--- src/rtl/mcar_pkg.sv ---
`timescale 1ns / 1ps

package mcar_pkg;

  localparam int MAX_ROWS = 256;

  localparam int ROW_W   = 8;
  localparam int SIZE_W  = 9;
  localparam int DELAY_W = 8;
  localparam int IDX_W   = 3;
  localparam int CFG_W   = 9;
  localparam int STICK_W = 9;
  localparam int PAD_W   = 2;

  // signed width wide enough for row, scroll and list arithmetic
  localparam int CALC_W = 11;

  typedef enum logic [PAD_W-1:0] {
    DIR_NONE = 2'b00,
    DIR_UP   = 2'b01,
    DIR_DOWN = 2'b11
  } dir_t;

  typedef enum logic [IDX_W-1:0] {
    CFG_FIRST_ROW   = 3'd0,
    CFG_LAST_ROW    = 3'd1,
    CFG_ROW_COUNT   = 3'd2,
    CFG_WINDOW_ROWS = 3'd3,
    CFG_FIRST_DELAY = 3'd4,
    CFG_NEXT_DELAY  = 3'd5
  } cfg_idx_t;

  typedef struct packed {
    logic [ROW_W-1:0]   first_row;
    logic [ROW_W-1:0]   last_row;
    logic [SIZE_W-1:0]  row_count;
    logic [SIZE_W-1:0]  window_rows;
    logic [DELAY_W-1:0] first_delay;
    logic [DELAY_W-1:0] next_delay;
  } cfg_t;

  typedef struct packed {
    logic fire;
    dir_t dir;
  } step_t;

endpackage

--- src/rtl/mcar_if.sv ---
`timescale 1ns / 1ps

interface mcar_pad_if;
  import mcar_pkg::*;

  logic                      valid;
  logic                      ready;
  logic signed [PAD_W-1:0]   dpad_dir;
  logic signed [STICK_W-1:0] stick_pos;

  modport source (output valid, output dpad_dir, output stick_pos, input ready);
  modport sink (input valid, input dpad_dir, input stick_pos, output ready);
endinterface

interface mcar_view_if;
  import mcar_pkg::*;

  logic             valid;
  logic             ready;
  logic [ROW_W-1:0] cursor_row;
  logic [ROW_W-1:0] scroll_top;
  logic             moved;

  modport source (output valid, output cursor_row, output scroll_top, output moved,
                  input ready);
  modport sink (input valid, input cursor_row, input scroll_top, input moved,
                output ready);
endinterface

--- src/rtl/menu_cursor_auto_repeat.sv ---
`timescale 1ns / 1ps

// Menu cursor with typematic auto-repeat. Each word on pad is one controller
// sample (d-pad wins over the analog stick, which counts at +/-128 and
// beyond); each produces exactly one word on view with the cursor row, the
// scroll top and a moved flag. A held direction moves once at once, then after
// first_delay samples, then every next_delay samples. The block takes one
// sample per clock while view is ready: a sample is held in the input
// register, then the repeat timer, row clamp and scroll window logic load
// the output register. Configuration writes on cfg_we/cfg_index/cfg_data
// are for idle time.
module menu_cursor_auto_repeat (
  input  logic                          clk,
  input  logic                          rst,
  mcar_pad_if.sink                      pad,
  mcar_view_if.source                   view,
  input  logic                          cfg_we,
  input  logic [mcar_pkg::IDX_W-1:0]    cfg_index,
  input  logic [mcar_pkg::CFG_W-1:0]    cfg_data
);
  import mcar_pkg::*;

  cfg_t cfg;

  logic                      in_v;
  logic signed [PAD_W-1:0]   dpad_q;
  logic signed [STICK_W-1:0] stick_q;
  logic                      advance;

  logic             out_v;
  logic [ROW_W-1:0] out_row;
  logic [ROW_W-1:0] out_scroll;
  logic             out_moved;

  step_t            step;
  logic [ROW_W-1:0] row_c;
  logic [ROW_W-1:0] scroll_c;
  logic             moved_c;

  assign advance   = in_v && (!out_v || view.ready);
  assign pad.ready = !in_v || advance;

  always_ff @(posedge clk) begin
    if (rst) begin
      cfg.first_row   <= ROW_W'(0);
      cfg.last_row    <= ROW_W'(7);
      cfg.row_count   <= SIZE_W'(8);
      cfg.window_rows <= SIZE_W'(7);
      cfg.first_delay <= DELAY_W'(20);
      cfg.next_delay  <= DELAY_W'(5);
    end else if (cfg_we) begin
      case (cfg_idx_t'(cfg_index))
        CFG_FIRST_ROW:   cfg.first_row   <= cfg_data[ROW_W-1:0];
        CFG_LAST_ROW:    cfg.last_row    <= cfg_data[ROW_W-1:0];
        CFG_ROW_COUNT:   cfg.row_count   <= cfg_data[SIZE_W-1:0];
        CFG_WINDOW_ROWS: cfg.window_rows <= cfg_data[SIZE_W-1:0];
        CFG_FIRST_DELAY: cfg.first_delay <= cfg_data[DELAY_W-1:0];
        CFG_NEXT_DELAY:  cfg.next_delay  <= cfg_data[DELAY_W-1:0];
        default: begin
        end
      endcase
    end
  end

  always_ff @(posedge clk) begin
    if (rst) begin
      in_v <= 1'b0;
    end else if (pad.ready) begin
      in_v <= pad.valid;
    end
  end

  always_ff @(posedge clk) begin
    if (pad.valid && pad.ready) begin
      dpad_q  <= pad.dpad_dir;
      stick_q <= pad.stick_pos;
    end
  end

  mcar_repeat u_repeat (
    .clk       (clk),
    .rst       (rst),
    .advance   (advance),
    .dpad_dir  (dpad_q),
    .stick_pos (stick_q),
    .cfg       (cfg),
    .step      (step)
  );

  mcar_cursor u_cursor (
    .clk        (clk),
    .rst        (rst),
    .advance    (advance),
    .step       (step),
    .cfg        (cfg),
    .cursor_row (row_c),
    .scroll_top (scroll_c),
    .moved      (moved_c)
  );

  always_ff @(posedge clk) begin
    if (rst) begin
      out_v <= 1'b0;
    end else if (advance) begin
      out_v <= 1'b1;
    end else if (view.ready) begin
      out_v <= 1'b0;
    end
  end

  always_ff @(posedge clk) begin
    if (advance) begin
      out_row    <= row_c;
      out_scroll <= scroll_c;
      out_moved  <= moved_c;
    end
  end

  assign view.valid      = out_v;
  assign view.cursor_row = out_row;
  assign view.scroll_top = out_scroll;
  assign view.moved      = out_moved;

endmodule

--- src/rtl/mcar_repeat.sv ---
`timescale 1ns / 1ps

module mcar_repeat (
  input  logic                               clk,
  input  logic                               rst,
  input  logic                               advance,
  input  logic signed [mcar_pkg::PAD_W-1:0]   dpad_dir,
  input  logic signed [mcar_pkg::STICK_W-1:0] stick_pos,
  input  mcar_pkg::cfg_t                     cfg,
  output mcar_pkg::step_t                    step
);
  import mcar_pkg::*;

  dir_t               held_dir;
  dir_t               held_dir_next;
  logic [DELAY_W-1:0] repeat_count;
  logic [DELAY_W-1:0] repeat_count_next;
  dir_t               dir;
  logic [DELAY_W-1:0] count_dec;
  logic               fire;

  always_comb begin
    if (dpad_dir != '0) begin
      dir = dpad_dir[PAD_W-1] ? DIR_DOWN : DIR_UP;
    end else if (stick_pos >= 9'sd128) begin
      dir = DIR_UP;
    end else if (stick_pos <= -9'sd128) begin
      dir = DIR_DOWN;
    end else begin
      dir = DIR_NONE;
    end
  end

  always_comb begin
    held_dir_next     = held_dir;
    repeat_count_next = repeat_count;
    fire              = 1'b0;
    count_dec         = (repeat_count != '0) ? repeat_count - DELAY_W'(1) : '0;
    if (dir == DIR_NONE) begin
      held_dir_next     = DIR_NONE;
      repeat_count_next = '0;
    end else if (dir != held_dir) begin
      fire              = 1'b1;
      repeat_count_next = cfg.first_delay;
      held_dir_next     = dir;
    end else if (count_dec == '0) begin
      fire              = 1'b1;
      repeat_count_next = cfg.next_delay;
    end else begin
      repeat_count_next = count_dec;
    end
  end

  assign step.fire = fire;
  assign step.dir  = dir;

  always_ff @(posedge clk) begin
    if (rst) begin
      held_dir     <= DIR_NONE;
      repeat_count <= '0;
    end else if (advance) begin
      held_dir     <= held_dir_next;
      repeat_count <= repeat_count_next;
    end
  end

endmodule

--- src/rtl/mcar_cursor.sv ---
`timescale 1ns / 1ps

module mcar_cursor (
  input  logic                       clk,
  input  logic                       rst,
  input  logic                       advance,
  input  mcar_pkg::step_t            step,
  input  mcar_pkg::cfg_t             cfg,
  output logic [mcar_pkg::ROW_W-1:0] cursor_row,
  output logic [mcar_pkg::ROW_W-1:0] scroll_top,
  output logic                       moved
);
  import mcar_pkg::*;

  localparam logic signed [CALC_W-1:0] MaxRowsS = CALC_W'(MAX_ROWS);
  localparam logic signed [CALC_W-1:0] ScrollMax = CALC_W'((1 << ROW_W) - 1);

  logic [ROW_W-1:0] row_reg;
  logic [ROW_W-1:0] row_reg_next;
  logic [ROW_W-1:0] scroll_reg;
  logic [ROW_W-1:0] scroll_reg_next;

  logic signed [CALC_W-1:0] cand;
  logic signed [CALC_W-1:0] lo;
  logic signed [CALC_W-1:0] hi;
  logic signed [CALC_W-1:0] r;
  logic signed [CALC_W-1:0] s;
  logic signed [CALC_W-1:0] total;
  logic signed [CALC_W-1:0] vis;
  logic signed [CALC_W-1:0] top;

  always_comb begin
    lo   = {{(CALC_W-ROW_W){1'b0}}, cfg.first_row};
    hi   = {{(CALC_W-ROW_W){1'b0}}, cfg.last_row};
    cand = {{(CALC_W-ROW_W){1'b0}}, row_reg};
    if (step.dir == DIR_UP) begin
      cand = cand - CALC_W'(1);
    end else begin
      cand = cand + CALC_W'(1);
    end
    if (cand < lo) begin
      cand = lo;
    end
    if (cand > hi) begin
      cand = hi;
    end
    row_reg_next = step.fire ? cand[ROW_W-1:0] : row_reg;
    moved        = step.fire && (cand[ROW_W-1:0] != row_reg);
  end

  always_comb begin
    r     = {{(CALC_W-ROW_W){1'b0}}, row_reg_next};
    s     = {{(CALC_W-ROW_W){1'b0}}, scroll_reg};
    total = {{(CALC_W-SIZE_W){1'b0}}, cfg.row_count};
    vis   = {{(CALC_W-SIZE_W){1'b0}}, cfg.window_rows};
    if (total > MaxRowsS) begin
      total = MaxRowsS;
    end
    if (vis > MaxRowsS) begin
      vis = MaxRowsS;
    end
    if (vis < CALC_W'(1)) begin
      vis = CALC_W'(1);
    end
    if (r < s) begin
      s = r;
    end
    if (r >= s + vis) begin
      s = r - (vis - CALC_W'(1));
    end
    top = total - vis;
    if (top < 0) begin
      top = '0;
    end
    if (s < 0) begin
      s = '0;
    end
    if (s > top) begin
      s = top;
    end
    if (s > ScrollMax) begin
      s = ScrollMax;
    end
    scroll_reg_next = s[ROW_W-1:0];
  end

  assign cursor_row = row_reg_next;
  assign scroll_top = scroll_reg_next;

  always_ff @(posedge clk) begin
    if (rst) begin
      row_reg    <= '0;
      scroll_reg <= '0;
    end else if (advance) begin
      row_reg    <= row_reg_next;
      scroll_reg <= scroll_reg_next;
    end
  end

endmodule

--- src/flat_wrapper.sv ---
// flat-port wrapper written by rule: the top's interface ports become plain ports
module menu_cursor_auto_repeat_flat import mcar_pkg::*;
  (clk, rst, cfg_we, cfg_index, cfg_data, pad_valid, pad_dpad_dir, pad_stick_pos, pad_ready, view_valid, view_cursor_row, view_scroll_top, view_moved, view_ready);
  mcar_pad_if pad_i ();
  mcar_view_if view_i ();
  input  logic clk;
  input  logic rst;
  input  logic cfg_we;
  input  logic [mcar_pkg::IDX_W-1:0] cfg_index;
  input  logic [mcar_pkg::CFG_W-1:0] cfg_data;
  input wire logic [$bits(pad_i.valid)-1:0] pad_valid;
  input wire logic [$bits(pad_i.dpad_dir)-1:0] pad_dpad_dir;
  input wire logic [$bits(pad_i.stick_pos)-1:0] pad_stick_pos;
  output wire logic [$bits(pad_i.ready)-1:0] pad_ready;
  output wire logic [$bits(view_i.valid)-1:0] view_valid;
  output wire logic [$bits(view_i.cursor_row)-1:0] view_cursor_row;
  output wire logic [$bits(view_i.scroll_top)-1:0] view_scroll_top;
  output wire logic [$bits(view_i.moved)-1:0] view_moved;
  input wire logic [$bits(view_i.ready)-1:0] view_ready;
  assign pad_i.valid = pad_valid;
  assign pad_i.dpad_dir = pad_dpad_dir;
  assign pad_i.stick_pos = pad_stick_pos;
  assign pad_ready = pad_i.ready;
  assign view_valid = view_i.valid;
  assign view_cursor_row = view_i.cursor_row;
  assign view_scroll_top = view_i.scroll_top;
  assign view_moved = view_i.moved;
  assign view_i.ready = view_ready;
  menu_cursor_auto_repeat u_core (.clk(clk), .rst(rst), .pad(pad_i), .view(view_i), .cfg_we(cfg_we), .cfg_index(cfg_index), .cfg_data(cfg_data));
endmodule
--- config.mk ---
export PLATFORM = sky130hd
export DESIGN_NAME = menu_cursor_auto_repeat_flat
export DESIGN_NICKNAME = d
export VERILOG_FILES = /design/src/rtl/mcar_pkg.sv /design/src/rtl/mcar_if.sv /design/src/rtl/menu_cursor_auto_repeat.sv /design/src/rtl/mcar_repeat.sv /design/src/rtl/mcar_cursor.sv /design/src/flat_wrapper.sv
export SDC_FILE = /design/constraint.sdc
export NUM_CORES = 1
export LEC_CHECK = 0
export ABC_CLOCK_PERIOD_IN_PS = 32700
export BUFFER_PORTS_ARGS = -buffer_cell sky130_fd_sc_hd__buf_2
export CAP_MARGIN = 20
export CORE_ASPECT_RATIO = 1.1
export CORE_MARGIN = 2
export CORE_UTILIZATION = 45
export DETAILED_ROUTE_END_ITERATION = 8
export PLACE_DENSITY = 0.64
export SLEW_MARGIN = 40
export SYNTH_ARGS = -nofsm -noshare
export SYNTH_HDL_FRONTEND = slang
export SYNTH_HIERARCHICAL = 1
export SYNTH_SLANG_ARGS = --single-unit
--- constraint.sdc ---
create_clock -name clk -period 32.7 [get_ports clk]
set_input_delay 6.54 -clock clk [delete_from_list [all_inputs] [get_ports clk]]
set_output_delay 6.54 -clock clk [all_outputs]
set_load 0.01 [all_outputs]
==> impl_results.md, run 1 <==
- Via count normalized by instance count: 5.74
- Grt total ovfl: 0
- Registers with the highest flip-flop counts: u_core/cfg x50, u_core/stick_q x9
- Arrival @ worst endpoint: 15.00 ns
- Post-synth design cell area: 0.00798 sq mm
- Nature of the critical path startpoint: flip-flop
- Tightest Hold Check Type: reg2reg
- Fraction of layout cells with a size suffix above 1: 0.113
- Initial Utilization: 0.454
- # hold bufs at CTS: 0
- Largest stage delay, worst path: 0.60 ns
- Critical path's slowest cell: sky130_fd_sc_hd__a211oi_2
- DRC viols: 0
- Crit Path Class: reg2reg
- RSZ-0062 raised after global routing: no
- Post-detail-place hpwl: 15,400 microns
- Count of flip-flops with a built-in enable after synthesis: 28
- Total setup violations reported at the end of the flow: 0
- Number of cells produced by synthesis: 896
- Maximum number of pins on one net before global-route repair: 82
- Hold Path Origin: u_core/in_v
- Fraction of the yosys area taken by sequential cells: 0.301
- Overall die area: 0.0188 sq mm
- Root Driver: sky130_fd_sc_hd__clkbuf_16
- Diodes inserted: 0
- FP Rows: 51
- Initial antenna violation count: 0
- Capture endpoint of the worst hold path: u_core/view.valid
- Critical path buffer and inverter count: 2
- Cell area reported after detailed placement: 0.00837 sq mm
- Final standard cell area without fillers: 0.00866 sq mm
- Clock buffer depth: 2
- Type of element capturing the critical path: flip-flop
- R2R Path Start: u_core/stick_q[0]
- Ys async rst share: 0
- Aggregate routed wire length: 20,200 microns
- Number of routed nets with antenna violations: 0
- Area share of the largest cell type after synthesis: 0.196
- Number of max-slew violations in the final report: 0
- Synthesis-stage register bit count: 106
- Number of setup buffers added after CTS: 0
- Mapped Nets: 1,005
- Maximum fanout encountered on the critical timing path: 19
- Fill count: 1,686
- Die Ht: 144 microns
- Area growth from synthesis to final layout: 8.63%
- Maximum frequency from static timing analysis: 67.6 MHz
- # nets final: 1,031
- Final Hold Violating Endpoints: 0
- Distinct cells, synth: 82
- Total negative slack: 0 ns
- Remaining max-slew budget at the tightest pin: 0.452
- Reg2reg setup slack: 17.90 ns
- Number of detailed-routing iterations run before antenna repair: 7
- Number of flip-flops in the largest register: 50
- Shortest period the worst path allows: 14.80 ns
- Total via count in the routed design: 6,686
- Top area cells in the synthesized netlist: sky130_fd_sc_hd__dfxtp_1 20%, sky130_fd_sc_hd__ha_1 12%, sky130_fd_sc_hd__edfxtp_1 11%
- Worst-path clk slew: 0.08 ns
- Final period util: 0.453
- Number of cells on the worst hold path: 2
- Number of cells traversed by the worst register-to-register path: 51
- Family of cells with the greatest summed delay on the critical path: compound AO/OA/AOI/OAI gates
- Worst skew pair latency: 0.36 ns
- Global-route total usage across every layer: 0.223
- CTS H-tree lvls: 3
- Max-cap check violation count: 0
- Clock tree from TritonCTS: built
- Status: completed
- Num ports: 47
- CORE AREA: 0.0175 sq mm
- Setup clock skew after layout: 0.00824 ns
- Routed length per placed instance: 17.4 microns
- TritonCTS Sinks: 106
- Via count of the first global-routing pass: 6,305
- Flip-flop and latch area: 0.00240 sq mm
- Routability congestion estimate from global placement: 0.947
- # resized after CTS: 0
- Register containing the most flip-flops in the final layout: u_core/cfg
- Transition time of the tightest slew-check pin: 0.819 ns
- Syn_area_per_cell: 8.90 sq um
- Width of the die: 131 microns
- Multi-input logic area: 0.00514 sq mm
- Required time of the critical path: 32.90 ns
- Count of yosys warnings during synthesis: 6
- End-of-flow core utilization: 0.494
- Worst r2r dst: u_core/u_cursor/scroll_reg[5]
- Initial DRC count: 535
- Total CTS buffers: 9
- PortBufs: 46
- Worst Hold Margin: 0.467 ns
- Cell taking the most area after synthesis: sky130_fd_sc_hd__dfxtp_1
- Global-route wire length before repair: 32,600 microns
- Most used DFF post-synth: sky130_fd_sc_hd__dfxtp_1
[through the flow]
step / instances / worst slack [ns]
global placement: 1149 / 18.14
finish: 1165 / 17.90
floorplan: 896 / 19.41
global route: 1165 / 16.78
CTS: 1165 / 18.12
detailed placement: 1149 / 18.17
[cell usage in the layout, fill, tap and decap left out, types with 7 or more instances in the layout]
master and n:
sky130_fd_sc_hd__nor2b_1 16, sky130_fd_sc_hd__mux2i_1 53, sky130_fd_sc_hd__o21bai_1 8, sky130_fd_sc_hd__nand2_1 52
sky130_fd_sc_hd__nor3_1 16, sky130_fd_sc_hd__o21ai_1 7, sky130_fd_sc_hd__a211oi_1 18, sky130_fd_sc_hd__o21a_1 12
sky130_fd_sc_hd__nand2b_1 60, sky130_fd_sc_hd__xnor2_1 19, sky130_fd_sc_hd__nand4_1 7, sky130_fd_sc_hd__mux2_2 8
sky130_fd_sc_hd__clkbuf_16 9, sky130_fd_sc_hd__o21ai_0 31, sky130_fd_sc_hd__nor2_1 75, sky130_fd_sc_hd__ha_1 78
sky130_fd_sc_hd__edfxtp_1 28, sky130_fd_sc_hd__inv_1 64, sky130_fd_sc_hd__a221oi_1 15, sky130_fd_sc_hd__a21o_1 19
sky130_fd_sc_hd__a21oi_1 48, sky130_fd_sc_hd__dfxtp_1 78, sky130_fd_sc_hd__a221oi_2 8, sky130_fd_sc_hd__xor2_1 7
sky130_fd_sc_hd__buf_4 7, sky130_fd_sc_hd__buf_2 46, sky130_fd_sc_hd__nand3_1 7
[worst min-delay path: cells and delay by family (launching register included)]
| family | cells | cell delay (ns) |
|---|---|---|
| compound gates | 1 | 0.05 |
| buf+inv | 1 | 0.05 |
| flops | 1 | 0.32 |
[how the worst max path moves through the flow]
stage                 startpoint                            end  slack [ns]  cells past startpoint
3_3_place_gp   u_core/stick_q[0]  u_core/u_cursor/scroll_reg[0]       18.14                     51
3_5_place_dp   u_core/stick_q[0]  u_core/u_cursor/scroll_reg[5]       18.17                     51
6_report       u_core/stick_q[0]  u_core/u_cursor/scroll_reg[5]       17.90                     51
2_1_floorplan         view_ready                      pad_ready       19.41                      1
4_1_cts        u_core/stick_q[0]  u_core/u_cursor/scroll_reg[5]       18.12                     51
5_1_grt        u_core/stick_q[0]  u_core/u_cursor/scroll_reg[5]       16.78                     51
[cell type report]
class | instances | area share
flip-flops and latches | 106 | 0.277
well taps | 238 | 0.0344
clock inverters | 6 | 0.00664
multi-input cells | 685 | 0.594
repair buffers | 53 | 0.0326
clock buffers | 10 | 0.0264
inverters | 67 | 0.0290
[logic make-up after synthesis]
logic type | count (synthesis) | synth area share
buf+inv | 105 | 0.0555
compound gates | 232 | 0.214
flops | 106 | 0.301
simple gates | 283 | 0.190
fa+ha+maj | 81 | 0.130
mux | 63 | 0.0816
xor+xnor | 26 | 0.0286
[Yosys cell counts, drive strengths merged, types with 8 or more instances]
library cell and count:
a211oi 19, a21o 19, a21oi 49, a221oi 23, buf 13, clkbuf 25, dfxtp 78, edfxtp 28
ha 78, inv 64, mux2 10, mux2i 53, nand2 52, nand2b 60, nor2 76, nor2b 16
nor3 16, o21a 14, o21ai 39, o21bai 8, xnor2 19
[per-layer routing]
layer  vias to the layer above  routed length (microns)  track usage
met5                         -                        0            0
met4                         0                      350       0.0594
met3                        26                     1030       0.0298
met2                       205                     9370        0.369
met1                      3135                     9500        0.304
li1                       3320                        -            -
Power of run 1 is left out: the tool's default activity adds up to more than one toggle a clock period on the data nets, which glitch-free logic cannot reach.
==> run 2: changes to the inputs <==
--- a/config.mk
+++ b/config.mk
@@ -5,7 +5,8 @@
 export SDC_FILE = /design/constraint.sdc
 export NUM_CORES = 1
 export LEC_CHECK = 0
-export ABC_CLOCK_PERIOD_IN_PS = 32700
+export ABC_AREA = 1
+export ABC_CLOCK_PERIOD_IN_PS = 15150
 export BUFFER_PORTS_ARGS = -buffer_cell sky130_fd_sc_hd__buf_2
 export CAP_MARGIN = 20
 export CORE_ASPECT_RATIO = 1.1
==> constraint.sdc (replaced) <==
create_clock -name clk -period 15.15 [get_ports clk]
set_input_delay 3.03 -clock clk [delete_from_list [all_inputs] [get_ports clk]]
set_output_delay 3.03 -clock clk [all_outputs]
set_load 0.01 [all_outputs]
==> run 2 against run 1 <==
Compared with the run above:
- via count increased by 9.2%
- synthesized cell count increased by 32%
- clock skew up 0.0038 ns
- count of clock-buffer cells in the layout is 1 lower
- core utilization rose by 0.88 points
- die area grew 3.2%
- sequential share of layout area is 0.88 points lower
- hold slack improved by 0.0045 ns
- setup slack got worse by 15 ns
- global-route usage fell by 1.8 points
- non-clock buffer count did not move
==> impl_results.md, run 2 <==
- Global-route wire length before repair: 32,400 microns
- Maximum frequency from static timing analysis: 80.0 MHz
- Total setup violations reported at the end of the flow: 0
- Top area cells in the synthesized netlist: sky130_fd_sc_hd__dfxtp_1 19%, sky130_fd_sc_hd__ha_1 12%, sky130_fd_sc_hd__nand2_1 11%
- Cell types with the highest counts after synthesis: 248 x sky130_fd_sc_hd__nand2_1, 167 x sky130_fd_sc_hd__inv_1, 154 x sky130_fd_sc_hd__nor2_1
- Max-cap check violation count: 0
- Number of routed nets with antenna violations: 0
- TritonCTS Sinks: 106
- Total negative slack: 0 ns
- Flip-flop and latch area: 0.00240 sq mm
- Reg2reg setup slack: 2.65 ns
- CTS H-tree lvls: 3
- Aggregate routed wire length: 19,400 microns
- Via count of the first global-routing pass: 6,642
- Root Driver: sky130_fd_sc_hd__clkbuf_16
- RSZ-0062 raised after global routing: no
- Most common cell in the netlist: sky130_fd_sc_hd__nand2_1
- Shortest period the worst path allows: 12.50 ns
- Worst-path clk slew: 0.07 ns
- Clock tree from TritonCTS: built
- Number of cells on the worst hold path: 2
- Family of cells with the greatest summed delay on the critical path: simple AND/OR/NAND/NOR gates
- Transition time of the tightest slew-check pin: 0.762 ns
- Diodes inserted: 0
- Number of detailed-routing iterations run before antenna repair: 6
- Die Ht: 146 microns
- Worst skew pair latency: 0.36 ns
- Area share of the largest cell type after synthesis: 0.190
- Fraction of layout cells with a size suffix above 1: 0.147
- Arithmetic-cell share of the synthesized area counting full adders, half adders and majority gates: 0.126
- # hold bufs at CTS: 0
- Post-synth design cell area: 0.00824 sq mm
- Final period util: 0.825
- Initial antenna violation count: 0
- Remaining max-slew budget at the tightest pin: 0.491
- Maximum number of pins on one net before global-route repair: 45
- Most used DFF post-synth: sky130_fd_sc_hd__dfxtp_1
- Multi-input logic area: 0.00499 sq mm
- Capture endpoint of the worst hold path: u_core/cfg[18]
- Critical path buffer and inverter count: 8
- Commonest cells after routing, fill and taps aside: 248 x sky130_fd_sc_hd__nand2_1, 167 x sky130_fd_sc_hd__inv_1, 153 x sky130_fd_sc_hd__nor2_1
- Initial DRC count: 420
- Syn_area_per_cell: 6.98 sq um
- Global-route total usage across every layer: 0.205
- Required time of the critical path: 15.26 ns
- Setup clock skew after layout: 0.0120 ns
- Final Hold Violating Endpoints: 0
- Number of flip-flops in the largest register: 50
- Nature of the critical path startpoint: flip-flop
- Registers with the highest flip-flop counts: u_core/cfg x50, u_core/stick_q x9
- R2R Path Start: u_core/stick_q[5]
- Compound-Gate Fraction of Synth Area: 0.102
- Clock buffer depth: 2
- Dominant combinational cell family by area after synthesis: simple AND/OR/NAND/NOR gates
- Mux cell area share after synthesis: 0
- Routability congestion estimate from global placement: 0.887
- Grt total ovfl: 0
- Simple-Gate Fraction of Synth Area: 0.352
- Status: completed
- Type of element capturing the critical path: flip-flop
- Ys async rst share: 0
- Register containing the most flip-flops in the final layout: u_core/cfg
- Synth Area in XOR/XNOR: 0.0255
- Count of flip-flops with a built-in enable after synthesis: 28
- Arrival @ worst endpoint: 12.61 ns
- Post-detail-place hpwl: 15,400 microns
- Count of yosys warnings during synthesis: 6
- Area growth from synthesis to final layout: 8.63%
- Via count normalized by instance count: 5.01
- Critical path's slowest cell: sky130_fd_sc_hd__a211oi_2
- # resized after CTS: 0
- Number of max-slew violations in the final report: 0
- CORE AREA: 0.0178 sq mm
- Synthesis-stage register bit count: 106
- Overall die area: 0.0194 sq mm
- Num ports: 47
- Most frequent cell on the critical path: sky130_fd_sc_hd__nand2_1
- Width of the die: 133 microns
- Most frequent standard cell in the layout excluding fill and tap cells: sky130_fd_sc_hd__nand2_1
- Worst r2r dst: u_core/view.scroll_top[5]
- Maximum fanout encountered on the critical timing path: 17
- Largest stage delay, worst path: 0.60 ns
- Initial Utilization: 0.463
- Distinct cells, synth: 50
- Total CTS buffers: 9
- Total via count in the routed design: 7,300
- Fill count: 1,811
- Cell taking the most area after synthesis: sky130_fd_sc_hd__dfxtp_1
- Fraction of the yosys area taken by sequential cells: 0.292
- Mapped Nets: 1,289
- Crit Path Class: reg2reg
- Number of setup buffers added after CTS: 0
- Routed length per placed instance: 13.3 microns
- # nets final: 1,324
- DRC viols: 0
- Tightest Hold Check Type: reg2reg
- PortBufs: 46
- Hold Path Origin: u_core/cfg[18]
- Number of cells traversed by the worst register-to-register path: 73
- Number of cells produced by synthesis: 1,180
- FP Rows: 51
==> run 2: changes by cell type after synthesis, sizes merged, moves of 13 or more <==
cell	delta
mux2i	-53
nor2b	-16
nand2b	-60
nand3	+128
nand2	+222
xor2	+13
nor2	+96
a21o	-16
clkbuf	-17
a211oi	-18
inv	+114
a221oi	-23
a21oi	+28
xnor2	-15
==> run 2: kinds of logic after synthesis <==
kind of cell / count (synthesis)
DFF: 106
xor gates and xnor gates: 24
AOI/OAI and AO/OA: 144
and+or+nand+nor: 617
adders and majority gates: 81
buffers and inverters: 208
==> run 2: tightest hold or removal path, cell delays in order (launching register included) <==
cell,delay [ns]
sky130_fd_sc_hd__dfxtp_1,0.34
sky130_fd_sc_hd__nand2_1,0.06
sky130_fd_sc_hd__nand3_1,0.05
==> run 2: layer usage <==
metal | share of wire | up-vias | GRT usage
met2 | 0.45 | 125 | 0.332
met1 | 0.50 | 3282 | 0.284
li1 | - | 3874 | -
met5 | 0 | - | 0
met3 | 0.034 | 19 | 0.0286
met4 | 0.014 | 0 | 0.0581
==> run 2: final cells by class <==
class,count,share of cell area
multi-input combinational,866,0.558
inverter,179,0.0754
sequential,106,0.269
clock inverter,7,0.00797
timing repair buffer,53,0.0316
clock buffer,9,0.0252
tap,238,0.0333
==> run 2: stage by stage <==
stage | setup slack, ns | hold slack (ns) | util | cell area [sq um] | std cells
6_report | 2.65 | 0.472 | 0.502 | 8950 | 1458
5_1_grt | 1.14 | 0.507 | 0.502 | 8950 | 1458
4_1_cts | 2.74 | 0.467 | 0.502 | 8950 | 1458
3_5_place_dp | 2.79 | 0.448 | 0.486 | 8650 | 1442
3_3_place_gp | 3.14 | 0.456 | 0.486 | 8650 | 1442
2_1_floorplan | 4.87 | 0.429 | - | 8240 | 1180
==> run 2: how the worst max path moves through the flow <==
| stage | start | end | cells past startpoint |
|---|---|---|---|
| after CTS | u_core/stick_q[5] | u_core/view.scroll_top[5] | 73 |
| after global routing | u_core/stick_q[1] | u_core/u_cursor/scroll_reg[3] | 75 |
| after global placement | u_core/stick_q[4] | u_core/u_cursor/scroll_reg[3] | 77 |
| after detailed placement | u_core/stick_q[5] | u_core/view.scroll_top[5] | 73 |
| after floorplan | u_core/stick_q[1] | u_core/view.scroll_top[5] | 77 |
| final | u_core/stick_q[5] | u_core/view.scroll_top[5] | 73 |
Power of run 2 is left out for the same reason.
